==> src/rtl/state_vector_measure_collapse_defines.svh <==
// Assertion macros shared by the state vector measurement RTL.
// Depends on nothing; the asserting modules provide clk and arst_n.
`ifndef STATE_VECTOR_MEASURE_COLLAPSE_DEFINES_SVH
`define STATE_VECTOR_MEASURE_COLLAPSE_DEFINES_SVH
`ifndef ASSERT_OFF
`define SVMC_ASSERT(lbl, prop, msg) \
	lbl: assert property (@(posedge clk) disable iff (!arst_n) prop) else $error(msg);
`define SVMC_ASSERT_ALWAYS(lbl, prop, msg) \
	lbl: assert property (@(posedge clk) prop) else $error(msg);
`else
`define SVMC_ASSERT(lbl, prop, msg)
`define SVMC_ASSERT_ALWAYS(lbl, prop, msg)
`endif
`endif

==> src/rtl/svmc_pkg.sv <==
// Shared constants and types for the state vector measurement block.
// Depends on nothing.
package svmc_pkg;

	localparam int QUBITS_DEF = 10;
	localparam int AMP_W = 16;
	localparam int PROB_W = 17;
	localparam logic [PROB_W-1:0] PROB_ONE = 17'h10000;
	localparam int MAG_W = 32;
	localparam int DVD_W = 61;
	localparam int SQ_W = 62;
	localparam int DIV_STEPS = 61;
	localparam int SQRT_STEPS = 31;
	localparam int STEP_W = 6;

	localparam logic [1:0] FUNC_WRITE = 2'd0;
	localparam logic [1:0] FUNC_MEASURE = 2'd1;
	localparam logic [1:0] FUNC_READ = 2'd2;

	typedef struct packed {
		logic start;
		logic signed [AMP_W-1:0] part;
	} scl_req_t;

	typedef struct packed {
		logic done;
		logic signed [AMP_W-1:0] result;
	} scl_rsp_t;

endpackage

==> src/rtl/svmc_scale.sv <==
// Rescales one amplitude part by the reciprocal square root of the norm.
// Uses svmc_pkg and the assertion macros of the defines header.
`include "state_vector_measure_collapse_defines.svh"
module svmc_scale #(
	parameter int NORM_W = svmc_pkg::MAG_W + svmc_pkg::QUBITS_DEF
) (
	input  logic                  clk,
	input  logic                  arst_n,
	input  svmc_pkg::scl_req_t    req,
	input  logic [NORM_W-1:0]     norm,
	output svmc_pkg::scl_rsp_t    rsp
);

	typedef enum logic [2:0] {S_IDLE, S_MUL, S_DIV, S_SQRT, S_FIN} st_t;

	st_t st_q;
	logic neg_q;
	logic [svmc_pkg::AMP_W:0] mag_q;
	logic [svmc_pkg::DVD_W-1:0] dvd_q;
	logic [NORM_W-1:0] rem_q;
	logic [svmc_pkg::SQ_W-1:0] rad_q, res_q, bit_q;
	logic [svmc_pkg::STEP_W-1:0] cnt_q;
	svmc_pkg::scl_rsp_t rsp_q;

	logic signed [svmc_pkg::AMP_W:0] part_ext;
	logic [svmc_pkg::AMP_W:0] part_mag;
	logic [2*svmc_pkg::AMP_W+1:0] sq;
	logic [NORM_W:0] trial;
	logic qbit;
	logic [svmc_pkg::SQ_W-1:0] tsum;
	logic [svmc_pkg::AMP_W-1:0] sat;

	always_comb begin
		part_ext = {req.part[svmc_pkg::AMP_W-1], req.part};
		part_mag = part_ext[svmc_pkg::AMP_W] ? $unsigned(-part_ext) : $unsigned(part_ext);
		sq = mag_q * mag_q;
		trial = {rem_q, dvd_q[svmc_pkg::DVD_W-1]};
		qbit = (trial >= {1'b0, norm});
		tsum = res_q + bit_q;
		if (neg_q) begin
			sat = (res_q > svmc_pkg::SQ_W'(32768)) ? 16'h8000 : 16'(-res_q);
		end else begin
			sat = (res_q > svmc_pkg::SQ_W'(32767)) ? 16'h7FFF : res_q[svmc_pkg::AMP_W-1:0];
		end
	end

	always_ff @(posedge clk or negedge arst_n) begin
		if (!arst_n) begin
			st_q <= S_IDLE;
			rsp_q <= '0;
			cnt_q <= '0;
		end else begin
			rsp_q.done <= (st_q == S_FIN);
			unique case (st_q)
				S_IDLE: begin
					if (req.start) begin
						neg_q <= req.part[svmc_pkg::AMP_W-1];
						mag_q <= part_mag;
						st_q <= S_MUL;
					end
				end
				S_MUL: begin
					dvd_q <= {sq[30:0], 30'd0};
					rem_q <= '0;
					cnt_q <= svmc_pkg::STEP_W'(svmc_pkg::DIV_STEPS - 1);
					st_q <= S_DIV;
				end
				S_DIV: begin
					rem_q <= qbit ? NORM_W'(trial - {1'b0, norm}) : trial[NORM_W-1:0];
					dvd_q <= {dvd_q[svmc_pkg::DVD_W-2:0], qbit};
					if (cnt_q == '0) begin
						rad_q <= {1'b0, dvd_q[svmc_pkg::DVD_W-2:0], qbit};
						res_q <= '0;
						bit_q <= svmc_pkg::SQ_W'(1) << 60;
						cnt_q <= svmc_pkg::STEP_W'(svmc_pkg::SQRT_STEPS - 1);
						st_q <= S_SQRT;
					end else begin
						cnt_q <= cnt_q - 1'b1;
					end
				end
				S_SQRT: begin
					if (rad_q >= tsum) begin
						rad_q <= rad_q - tsum;
						res_q <= (res_q >> 1) + bit_q;
					end else begin
						res_q <= res_q >> 1;
					end
					bit_q <= bit_q >> 2;
					if (cnt_q == '0) begin
						st_q <= S_FIN;
					end else begin
						cnt_q <= cnt_q - 1'b1;
					end
				end
				S_FIN: begin
					rsp_q.result <= sat;
					st_q <= S_IDLE;
				end
				default: st_q <= S_IDLE;
			endcase
		end
	end

	assign rsp = rsp_q;

	`SVMC_ASSERT_ALWAYS(a_start_when_idle, req.start |-> st_q == S_IDLE, "scale start while busy")
	`SVMC_ASSERT(a_done_after_fin, rsp_q.done |-> $past(st_q == S_FIN), "done without final step")
	`SVMC_ASSERT(a_div_to_sqrt, (st_q == S_DIV && cnt_q == '0) |=> st_q == S_SQRT, "divide overrun")

endmodule

==> config.mk <==
export PLATFORM = sky130hd
export DESIGN_NAME = svmc_scale
export DESIGN_NICKNAME = d
export VERILOG_FILES = /design/src/rtl/svmc_pkg.sv /design/src/rtl/svmc_scale.sv
export VERILOG_INCLUDE_DIRS = /design/src /design/src/rtl
export SDC_FILE = /design/constraint.sdc
export NUM_CORES = 1
export LEC_CHECK = 0
export ABC_CLOCK_PERIOD_IN_PS = 14000
export BUFFER_PORTS_ARGS = -buffer_cell sky130_fd_sc_hd__buf_4
export CORE_ASPECT_RATIO = 1.4
export CORE_MARGIN = 2
export CORE_UTILIZATION = 65
export CTS_CLUSTER_SIZE = 8
export DETAILED_ROUTE_END_ITERATION = 8
export PLACE_DENSITY = 0.93
export SKIP_CTS_REPAIR_TIMING = 1
export SLEW_MARGIN = 20
export SYNTH_ARGS = -nofsm -noshare
export SYNTH_HDL_FRONTEND = slang
export SYNTH_SLANG_ARGS = --single-unit
==> constraint.sdc <==
create_clock -name clk -period 14 [get_ports clk]
set_clock_uncertainty 0.2 [all_clocks]
set_input_delay 1.4 -clock clk [delete_from_list [all_inputs] [get_ports clk]]
set_output_delay 1.4 -clock clk [all_outputs]
set_load 0.005 [all_outputs]
==> reports/qor.yml, run 1 <==
status:
  outcome: "complete, no violations"
drt:
  wl_met2_um: 42120
  wl_per_cell_um: 20.13
  drcViolationCount: 0
  postRouteAntennaNets: 0
  postRouteWirelength_um: 84150
  drtPass1Iterations: 7
  top_layer_used: "met4"
  post_drt_via_cell_ratio: 6.434
  met1Wirelength_um: 30060
  drtIter0Drc: 2767
  vias: 26900
  wl_met3_um: 5894
clock_network:
  clock-sinks: 302
  cts_max_path_buffers: 3
  clkLatencyLatePin_ps: 590
  root_buffer: "clkbuf_16"
  cts_tree: "yes"
  cts_buffers: 44
  cts.clk_slew.worst_paths_ps: 60
  cts_max_level: 2
place:
  place.port_buffers: 77
  place.gp.congestion: 0.9705
  dp_cells: 4114
  placed_area_mm2: 0.03247
  post-place-ws_ps: 6192
  dp_hpwl_um: 62720
floorplanning:
  rows: 95
  start_util: 0.6593
  die-area_mm2: 0.05064
  coreArea_mm2: 0.04814
  die_x_um: 190.8
  die_h_um: 265.5
  io_pins: 78
global_routing:
  grtUsageTotal: 0.3355
  antenna_found_initial: 1
  grt_pass1_vias: 27380
  grt_pass1_wl_um: 135800
  overflow: 0
  grt_max_degree: 121
synth:
  synth_edf_count: 276
  syn_area_mm2: 0.03174
  synthArstFlopShare: 0.08609
  synth.distinct_cells: 91
  synth_common_cells: "nand2_1, inv_1, edfxtp_1"
  synth_area_per_cell_um2: 8.918
  synth_seq_cells: 302
  post-synth-top-count-cell: "nand2_1"
  syn_inst: 3559
  syn_nets: 4083
  yosysWarnings: 0
  synth_top_area_frac: 0.2611
  synth_flop_cell: "edfxtp_1"
  yosysTopAreaCell: "edfxtp_1"
  ys_top_cells_by_area: "edfxtp_1, fa_1, ha_1, nand2_1, inv_1"
  seq_area_frac_synth: 0.2816
timing:
  rsz0062_at_grt: "false"
  period_needed_ps: 7945
  drv_slew: 0
  fmax_mhz: 125.9
  final-setup-viol-count: 0
  timing.final.ws_setup_ps: 6055
  hold_viol: 0
  slew_headroom: 0.3046
  worst_slew_pin_slew_ps: 1043
  setup-tns-final_ps: 0
  min_period_over_period: 0.5675
finish:
  stdcell_area_mm2: 0.03370
  layout-drive-gt1-share: 0.05970
  n_antenna_cell: 0
  finalNetCount: 4054
  stdcell_count: 4181
  area_growth_syn_to_layout_pct: 6.166
setup_path:
  worstSetupPathType: "flip-flop to flip-flop"
  start_kind: "flip-flop"
  cp_max_fo: 86
  cp_data_arrival_time_ps: 7950
  cp-end-kind: "flip-flop"
  crit_required_ps: 14000
power_and_ir_drop:
  vdd_drop_max_mv: 0.1608
  leakage_uw: 0.01482
  finalPower_uw: 3119
  pwr_density_cell_mw_per_mm2: 92.55
flow_run:
  cap_violations: 0
min_path:
  hold_class: "flip-flop to flip-flop"
==> final timing paths <==
kind / slack [ps] / cells past startpoint / end / from
setup / recovery: 6060 / 23 / rad_q[4] / res_q[2]
hold / removal: 280 / 1 / rsp[8] / rsp[8]
setup reg to reg: 6060 / 23 / rad_q[4] / res_q[2]
hold reg to reg: 280 / 1 / rsp[8] / rsp[8]
max in group asynchronous: 12750 / 1 / st_q[1] / arst_n
min in group asynchronous: 540 / 1 / rsp[2] / arst_n
==> layout make-up <==
class,count,area (µm²)
Timing Repair Buffer,89,668.1
Inverter,375,1410
Multi-Input combinational cell,2718,20670
Fill cell,3445,14440
Clock buffer,60,1161
Clock inverter,7,62.56
Sequential cell,302,8939
Tap cell,630,788.3
==> logic make-up (layout without fill, tap and decap cells) <==
group / count (synthesis) / in the layout / share of synthesized area
simple gates: 1098 / 1098 / 0.1653
compound gates: 873 / 873 / 0.1758
buf+inv: 539 / 531 / 0.06891
fa+ha+maj: 463 / 463 / 0.2284
flops: 302 / 302 / 0.2816
xor+xnor: 240 / 240 / 0.06623
mux: 43 / 43 / 0.01364
other cells: 1 / 1 / 0.0001182
==> flip-flops by register name, summed over array words and instances, names as in the netlist <==
name   cells
neg_q      1
mag_q     17
rad_q     62
st_q       3
cnt_q      6
bit_q     31
rem_q     42
rsp       17
res_q     62
dvd_q     61
==> cells in the final DEF, fill, tap and decap left out, types with 11 or more instances in the layout <==
master and instances:
a211oi_1 34, a21o_1 92, a21oi_1 217, a31o_2 32, a31oi_1 79, and2_1 133
and3_1 28, buf_4 89, clkbuf_1 16, clkbuf_16 44, dfrtp_1 26, edfxtp_1 276
fa_1 194, ha_1 269, inv_1 373, mux2i_1 41, nand2_1 387, nand2b_1 16
nand3_1 41, nand4_1 51, nor2_1 269, nor2b_1 30, nor3_1 46, nor4_1 23
o21a_1 18, o21ai_0 214, o21ai_1 11, o21bai_1 39, o31ai_1 29, or3_1 19
xnor2_1 142, xor2_1 98
==> report_power, final <==
part / internal [µW] / switching [µW]
logic: 415 / 541
clock network: 574 / 420
registers: 1120 / 49.5
==> worst max-delay path, stage by stage, from the launching register on <==
cell and delay (ps):
edfxtp_1 520, ha_1 430, a211oi_2 410, nor4_1 150, o311ai_1 340, a31oi_1 260
a311oi_1 540, o21ai_1 230, a31oi_1 370, nor2_1 70, a31oi_1 200, xor2_1 100
ha_1 450, nand2_2 130, nor3_2 220, inv_1 90, or4_4 550, nor4_4 220
nor3_2 110, nand3_2 70, buf_4 670, nand2_1 270, a21boi_4 170, buf_4 660
==> metal layers <==
metal / up-vias / GRT usage
li1: 12330 / -
met1: 12840 / 0.3804
met2: 1336 / 0.5910
met5: - / 0
met4: 0 / 0.2127
met3: 398 / 0.04578
==> through the flow <==
step,utilization,hold slack [ps]
6_report,0.7000,278.2
2_1_floorplan,-,273.3
5_1_grt,0.7000,296.5
4_1_cts,0.7000,284.0
3_5_place_dp,0.6745,272.6
3_3_place_gp,0.6745,264.4
No activity file was read; power rests on OpenSTA's default activity.
==> run 2: changes to the inputs <==
--- a/config.mk
+++ b/config.mk
@@ -6,7 +6,7 @@
 export SDC_FILE = /design/constraint.sdc
 export NUM_CORES = 1
 export LEC_CHECK = 0
-export ABC_CLOCK_PERIOD_IN_PS = 14000
+export ABC_CLOCK_PERIOD_IN_PS = 7500
 export BUFFER_PORTS_ARGS = -buffer_cell sky130_fd_sc_hd__buf_4
 export CORE_ASPECT_RATIO = 1.4
 export CORE_MARGIN = 2
==> constraint.sdc (replaced) <==
create_clock -name clk -period 7.5 [get_ports clk]
set_clock_uncertainty 0.2 [all_clocks]
set_input_delay 0.75 -clock clk [delete_from_list [all_inputs] [get_ports clk]]
set_output_delay 0.75 -clock clk [all_outputs]
set_load 0.005 [all_outputs]
==> reports/qor.yml, run 2 (synthesized netlist as in run 1, its figures left out) <==
timing:
  final-setup-viol-count: 0  # unchanged
  hold_viol: 0  # unchanged
  setup-tns-final_ps: 0  # unchanged
  worst_slew_pin_slew_ps: 1020  # was 1043 ps
  rsz0062_at_grt: "false"  # unchanged
  fmax_mhz: 138.3  # was 125.9 MHz
  timing.final.ws_setup_ps: 267.5  # was 6055 ps
  drv_slew: 0  # unchanged
  period_needed_ps: 7233  # was 7945 ps
  min_period_over_period: 0.9643  # was 0.5675
  slew_headroom: 0.3198  # was 0.3046
power_and_ir_drop:
  vdd_drop_max_mv: 0.2485  # was 0.1608 mV
  p_clk_frac: 0.322  # was 0.319
  finalPower_uw: 5816  # was 3119 µW
  p_comb_frac: 0.303  # was 0.306
  power.internal_uw: 3949  # was 2109 µW
  leakage_uw: 0.01502  # was 0.01482 µW
  pwr_density_cell_mw_per_mm2: 171.0  # was 92.55 mW/mm²
  p_switching_uw: 1867  # was 1010 µW
  switching_share: 0.3210  # was 0.3238
  p_seq_frac: 0.375  # about the same
setup_path:
  worstSetupPathType: "flip-flop to flip-flop"  # unchanged
  crit_required_ps: 7600  # was 14000 ps
  cp_max_fo: 17  # was 86
  cp-end-kind: "flip-flop"  # unchanged
  cp_data_arrival_time_ps: 7340  # was 7950 ps
  rr_startpoint: "mag_q[7]"  # was res_q[2]
  rr_worst_depth: 22  # was 23
  reg2reg_setup_slack_ps: 270  # was 6060 ps
  path_common_cell: "fa_1"  # was a31oi_1
  slowest_stage: "edfxtp_1"  # was buf_4
  path_buf_inv: 4  # was 3
  start_kind: "flip-flop"  # unchanged
  cp_top_family: "adder cells"  # was compound AO/OA/AOI/OAI gates
  regToRegEndpoint: "dvd_q[59]"  # was rad_q[4]
  max_stage_delay_ps: 780  # was 670 ps
  cp_cell_sequence: "and2_1, inv_1, fa_1, fa_1, fa_1, inv_1, fa_1, fa_1, inv_1, fa_1, inv_1, ha_1, a21o_1, a21o_1, a21oi_1, o21ai_0, a21oi_1, o31ai_1, a311o_1, a31oi_1, xor2_1, a21oi_1"  # was ha_1, a211oi_2, nor4_1, o311ai_1, a31oi_1, a311oi_1, o21ai_1, a31oi_1, nor2_1, a31oi_1, xor2_1, ha_1, nand2_2, nor3_2, inv_1, or4_4, nor4_4, nor3_2, nand3_2, buf_4, nand2_1, a21boi_4, buf_4
global_routing:
  antenna_found_initial: 0  # was 1
  grtUsageTotal: 0.3326  # was 0.3355
  overflow: 0  # unchanged
  grt_pass1_vias: 27880  # was 27380
  grt_max_degree: 86  # was 121
  grt_pass1_wl_um: 135300  # was 135800 µm
min_path:
  hold_class: "primary input to flip-flop"  # was flip-flop to flip-flop
  whs_path_depth: 1  # unchanged
  min_to: "mag_q[0]"  # was rsp[8]
  min_from: "req[0]"  # was rsp[8]
place:
  place.gp.congestion: 0.9639  # was 0.9705
  dp_hpwl_um: 63760  # was 62720 µm
  post-place-ws_ps: 324.3  # was 6192 ps
  place.port_buffers: 77  # unchanged
clock_network:
  root_buffer: "clkbuf_16"  # unchanged
  cts_buffers: 43  # was 44
  cts_tree: "yes"  # unchanged
  cts_max_path_buffers: 3  # unchanged
  cts.clk_slew.worst_paths_ps: 60  # about the same
  cts_max_level: 2  # unchanged
  clkLatencyLatePin_ps: 590  # about the same
  clock-sinks: 302  # unchanged
floorplanning:
  die_x_um: 190.8  # unchanged
  rows: 95  # unchanged
  die_h_um: 265.5  # unchanged
  die-area_mm2: 0.05064  # unchanged
  coreArea_mm2: 0.04814  # unchanged
  io_pins: 78  # unchanged
  start_util: 0.6593  # unchanged
finish:
  area_growth_syn_to_layout_pct: 7.143  # was 6.166%
  n_antenna_cell: 0  # unchanged
  reg_top3: "rad_q (62), res_q (62), dvd_q (61)"  # unchanged
  finalNetCount: 4092  # was 4054
  final.fill_count: 3511  # was 3445
  layout-drive-gt1-share: 0.06886  # was 0.05970
  final_cell_mix: "nand2_1, inv_1, edfxtp_1"  # unchanged
  layout_commonest_cell: "nand2_1"  # unchanged
drt:
  wl_per_cell_um: 19.84  # was 20.13 µm
  drtPass1Iterations: 8  # was 7
  postRouteAntennaNets: 0  # unchanged
  drtIter0Drc: 2245  # was 2767
  vias: 26970  # was 26900
  postRouteWirelength_um: 83650  # was 84150 µm
  post_drt_via_cell_ratio: 6.395  # was 6.434
  drcViolationCount: 0  # unchanged
flow_run:
  cap_violations: 0  # unchanged
status:
  outcome: "complete, no violations"  # unchanged
run 2: cell count changes in the layout (fill, tap and decap cells not counted), sizes merged:
cell / previous run / this run
buf: 89 / 127
inv: 376 / 375
clkbuf: 60 / 62
dlygate4sd3: 0 / 1
clkinv: 6 / 2
run 2: worst max path at each step:
stage,from,to,slack [ps],cells past startpoint
3_5_place_dp,mag_q[3],dvd_q[59],320,21
3_3_place_gp,mag_q[7],dvd_q[59],540,22
5_1_grt,mag_q[7],dvd_q[59],2,22
2_1_floorplan,res_q[2],rad_q[0],140,23
4_1_cts,mag_q[3],dvd_q[59],350,21
6_report,mag_q[7],dvd_q[59],270,22
run 2: final cells by class:
class,count,area (µm²),area share
Sequential cell,302,8939,0.2628
Clock inverter,2,23.77,0.0006991
Timing Repair Buffer,128,988.4,0.02907
Tap cell,630,788.3,0.02318
Inverter,375,1410,0.04147
Clock buffer,62,1190,0.03499
Multi-Input combinational cell,2718,20670,0.6077
run 2: power by group through the flow:
| stage | registers [µW] | logic (µW) | clock network, µW |
|---|---|---|---|
| floorplan | 2180 | 1450 | 0 |
| global placement | 2200 | 1670 | 0 |
| detailed placement | 2210 | 1740 | 0 |
| CTS | 2180 | 1750 | 1880 |
| global route | 2190 | 1970 | 1940 |
| finish | 2180 | 1760 | 1870 |
run 2: metrics by stage:
stage          cell area [µm²]    util  hold slack [ps]  std cells
2_1_floorplan            31740       -            254.4       3559
3_3_place_gp             32750  0.6802            261.9       4147
5_1_grt                  34010  0.7064            179.2       4217
4_1_cts                  33960  0.7054           -111.1       4211
3_5_place_dp             32750  0.6802            268.6       4147
6_report                 34010  0.7064            179.4       4217
run 2: metal layers:
metal,share of wire,up-vias,wire length [µm],GRT usage
met2,0.50,1308,42080,0.5870
met4,0.084,0,6989,0.2537
met3,0.062,438,5217,0.04578
li1,-,12400,-,-
met5,0,-,0,0
met1,0.35,12820,29360,0.3578
